$ cat config.mk
export PLATFORM = sky130hd
export DESIGN_NAME = jsw_fifo
export DESIGN_NICKNAME = d
export VERILOG_FILES = /design/src/rtl/jsw_fifo.sv
export SDC_FILE = /design/constraint.sdc
export NUM_CORES = 1
export LEC_CHECK = 0
export ABC_AREA = 0
export BUFFER_PORTS_ARGS = -buffer_cell sky130_fd_sc_hd__buf_2
export CAP_MARGIN = 20
export CORE_MARGIN = 2
export CORE_UTILIZATION = 25
export CTS_BUF_LIST = sky130_fd_sc_hd__clkbuf_8
export CTS_CLUSTER_SIZE = 28
export DETAILED_ROUTE_END_ITERATION = 7
export SLEW_MARGIN = 20
export SYNTH_ARGS = -nofsm -noshare
export SYNTH_HDL_FRONTEND = slang
export SYNTH_SLANG_ARGS = --single-unit
$ cat constraint.sdc
create_clock -name clk_i -period 2.4 [get_ports clk_i]
set_clock_uncertainty 0.15 [all_clocks]
set_input_delay 0.24 -clock clk_i [delete_from_list [all_inputs] [get_ports clk_i]]
set_output_delay 0.24 -clock clk_i [all_outputs]
set_load 0.02 [all_outputs]
$ cat src/rtl/jsw_fifo.sv
// Short register queue that decouples the front from the back.
module jsw_fifo #(
  parameter int WIDTH = 19,
  parameter int DEPTH = 4
) (
  input  logic             clk_i,
  input  logic             rst_ni,
  input  logic             push_i,
  input  logic [WIDTH-1:0] wdata_i,
  input  logic             pop_i,
  output logic [WIDTH-1:0] rdata_o,
  output logic             full_o,
  output logic             empty_o
);

  localparam int AddrW  = $clog2(DEPTH);
  localparam int CountW = $clog2(DEPTH + 1);

  logic [WIDTH-1:0]  mem_q [DEPTH];
  logic [AddrW-1:0]  wr_ptr_q, rd_ptr_q;
  logic [CountW-1:0] count_q;

  assign full_o  = (count_q == CountW'(DEPTH));
  assign empty_o = (count_q == '0);
  assign rdata_o = mem_q[rd_ptr_q];

  // Pointers and fill count.
  always_ff @(posedge clk_i or negedge rst_ni) begin
    if (!rst_ni) begin
      wr_ptr_q <= '0;
      rd_ptr_q <= '0;
      count_q  <= '0;
    end else begin
      if (push_i) begin
        wr_ptr_q <= (wr_ptr_q == AddrW'(DEPTH - 1)) ? '0 : wr_ptr_q + AddrW'(1);
      end
      if (pop_i) begin
        rd_ptr_q <= (rd_ptr_q == AddrW'(DEPTH - 1)) ? '0 : rd_ptr_q + AddrW'(1);
      end
      if (push_i && !pop_i) begin
        count_q <= count_q + CountW'(1);
      end else if (pop_i && !push_i) begin
        count_q <= count_q - CountW'(1);
      end
    end
  end

  // Entry storage.
  always_ff @(posedge clk_i) begin
    if (push_i) begin
      mem_q[wr_ptr_q] <= wdata_i;
    end
  end

endmodule

==> impl_results.md <==
* Run status: finished, final reports clean
* Setup CP Type: flop to output pin
* Prevailing post-synth register cell: edfxtp_1
* Post-DP HPWL at approximately 3700 um
* Pre-antenna DRT Iters at 4
* Post-CTS sizing at 0
* First-pass GRT wire length at 8830 um
* GR Overflow Total at 0
* RSZ-0062 raised after global routing: false
* Largest net degree at the start of global routing at 22
* Placed insts at approximately 360
* Minimum clock period at around 2100 ps
* Fraction of layout cells with a size suffix above 1 at 39.2%
* Final Core Density at 32.9%
* Max cap viols at 0
* Design Power at 4.57 mW
* Most frequent cell after synthesis: edfxtp_1
* Register area at 0.00246 mm^2
* EDFF count, synth at 76
* Max_slew headroom at a little under three quarters
* Area grow syn2layout at 29.8%
* Final hold violations at 0
* Pwr dens at ~1100 mW/mm^2
* Synth unique cells at 19
* Top cell type's share of synthesized area at just over 70%
* Syn_nets at 166
* Yosys top cell by area: edfxtp_1
* Leak at between 1 and 1.5 nW
* Sequential share of the synthesized area at slightly below 80%
* Final setup TNS at 0 ps
* Die ar. at approximately 0.014 mm^2
* Root buffer cell: clkbuf_8
* Nets at around 250
* Setup Buffers After CTS at 0
* Inserted Clock Buffers at 9
* DR DRC count at 0
* Die H at about 120 um
* Setup slack, reg-to-reg at slightly below 800 ps
* PnR worst setup slack at roughly 270 ps
* Hold_buf cts at 21
* Final period util at roughly nine tenths
* I/O Buffers at 43
* Syn Std Cell Area at about 0.0032 mm^2
* Top Ports at 44
* Vias per cell at slightly below 4
* Vias in the first global route at about 1,600
* Multi-input gate area at 651 um^2
* Final WL at approximately 5500 um
* CTS Buffer Depth at 2
* Syn Area/Cell at 23.2 um^2
* Die W at approximately 120 um
* Via count at 1,530
* Cells after synthesis at 136
* Max-slew violations at 0
* Number of synthesis warnings at 0
* Post-Layout Cell Count at between 300 and 400
* RD Place Congestion at 0.659
* Commonest cells in the synthesized netlist: edfxtp_1, mux4_2, dfrtp_1, ha_1
* H-tree levels at 3
* DR iter-0 viols at a little over 90
* CTS tree: yes
* Hold Path Class: input pin to flop
* Clk_lat worst skew at about 350 ps
* Ranking of synthesized cells by area: edfxtp_1, mux4_2, dfrtp_1
* Measured slew at the worst slew-check pin at 426 ps
* Setup Viol. Count Final at 0
* VDD IR max at approximately 0.71 mV
* Worst-path clk slew at roughly 80 ps
* Fmax at around 0.47 GHz
* Initial Util at between 20% and 30%
* CP max FO at 15
* Yosys reg bits at between 80 and 90
* N_diodes at 0
* Core Region at roughly 0.012 mm^2
* Worst endpoint data arrival time at between 1500 and 2000 ps
* CP required at around 2000 ps
* CP endpoint kind: output pin
* Antenna Violating Nets Remaining at 0
* Ys async rst share at under 10%
* Sink Count at 83
* WL/cell at around 14 um
* Worst slack, placed at about 630 ps
* Worst setup SP type: flop
* Gr usage total at 9.15%
* FILL cells at around 1,200
* FP Rows at 41
* Initial antenna violation count at 0
-- layout by cell type, fill, tap and decap left out, types with 2 or more instances in the layout --
cell type      count
buf_4              9
dlygate4sd3_1     21
nand2_1            2
clkbuf_8          10
xor2_1             2
inv_1              6
buf_2             43
mux4_2            18
mux2_2             2
and2_1             4
o21ai_0            2
bufinv_16          3
nor2_1             2
nor3_1             2
dfrtp_1            7
edfxtp_1          76
ha_1               6
-- metal layers --
| metal | global-route usage, % | wire length [um] |
|---|---|---|
| met4 | 4.29 | 80 |
| met5 | 0 | 0 |
| met1 | 11.8 | 2560 |
| met2 | 13.7 | 2570 |
| met3 | 3.53 | 319 |
-- path summary, 6_finish.rpt --
path / start / end / depth (start not counted)
max: rd_ptr_q[0] / rdata_o[8] / 3
min: push_i / wr_ptr_q[0] / 2
max reg2reg: wr_ptr_q[0] / mem_q[3][2] / 3
min reg2reg: count_q[2] / count_q[2] / 1
max in group asynchronous: rst_ni / wr_ptr_q[1] / 2
min in group asynchronous: rst_ni / count_q[1] / 2
-- power by group --
group | leakage (nW) | internal (mW) | switching, mW | total, mW
Clock | 0.129 | 0.714 | 0.474 | 1.19
Sequential | 0.781 | 1.87 | 0.0841 | 1.95
Combinational | 0.559 | 0.628 | 0.801 | 1.43
Total | 1.47 | 3.21 | 1.36 | 4.57
-- worst max-delay path: stages, from the launching register on --
cell     delay (ps)
dfrtp_1         350
buf_4           290
mux4_2          560
buf_2           180
-- state kept, by name (all words and copies together), names as in the netlist --
register	flops
count_q	3
mem_q	76
rd_ptr_q	2
wr_ptr_q	2
-- per-stage QoR --
step	hold slack [ps]	area [um^2]
global route	74.4	4100
CTS	41.0	4100
floorplan	-206	3160
detailed placement	-62.2	3640
global placement	-61.0	3640
finish	54.1	4100
-- layout make-up --
class                           instances  area share, %
Timing Repair Buffer                   74           12.5
Inverter                                4          0.367
Tap cell                              172           5.26
Multi-Input combinational cell         45           15.9
Sequential cell                        83           60.0
Clock inverter                          6           2.60
Clock buffer                           10           3.36
-- kinds of logic (layout without fill, tap and decap cells) --
family | after synthesis | in the layout | synth area share (%)
and+or+nand+nor | 11 | 11 | 1.82
adders and majority gates | 7 | 7 | 3.01
DFF | 83 | 83 | 77.9
muxes | 21 | 21 | 14.4
xor gates and xnor gates | 3 | 3 | 0.833
buffers and inverters | 8 | 94 | 1.51
AOI/OAI and AO/OA | 3 | 3 | 0.555
Power figures use the tool's default switching activity.
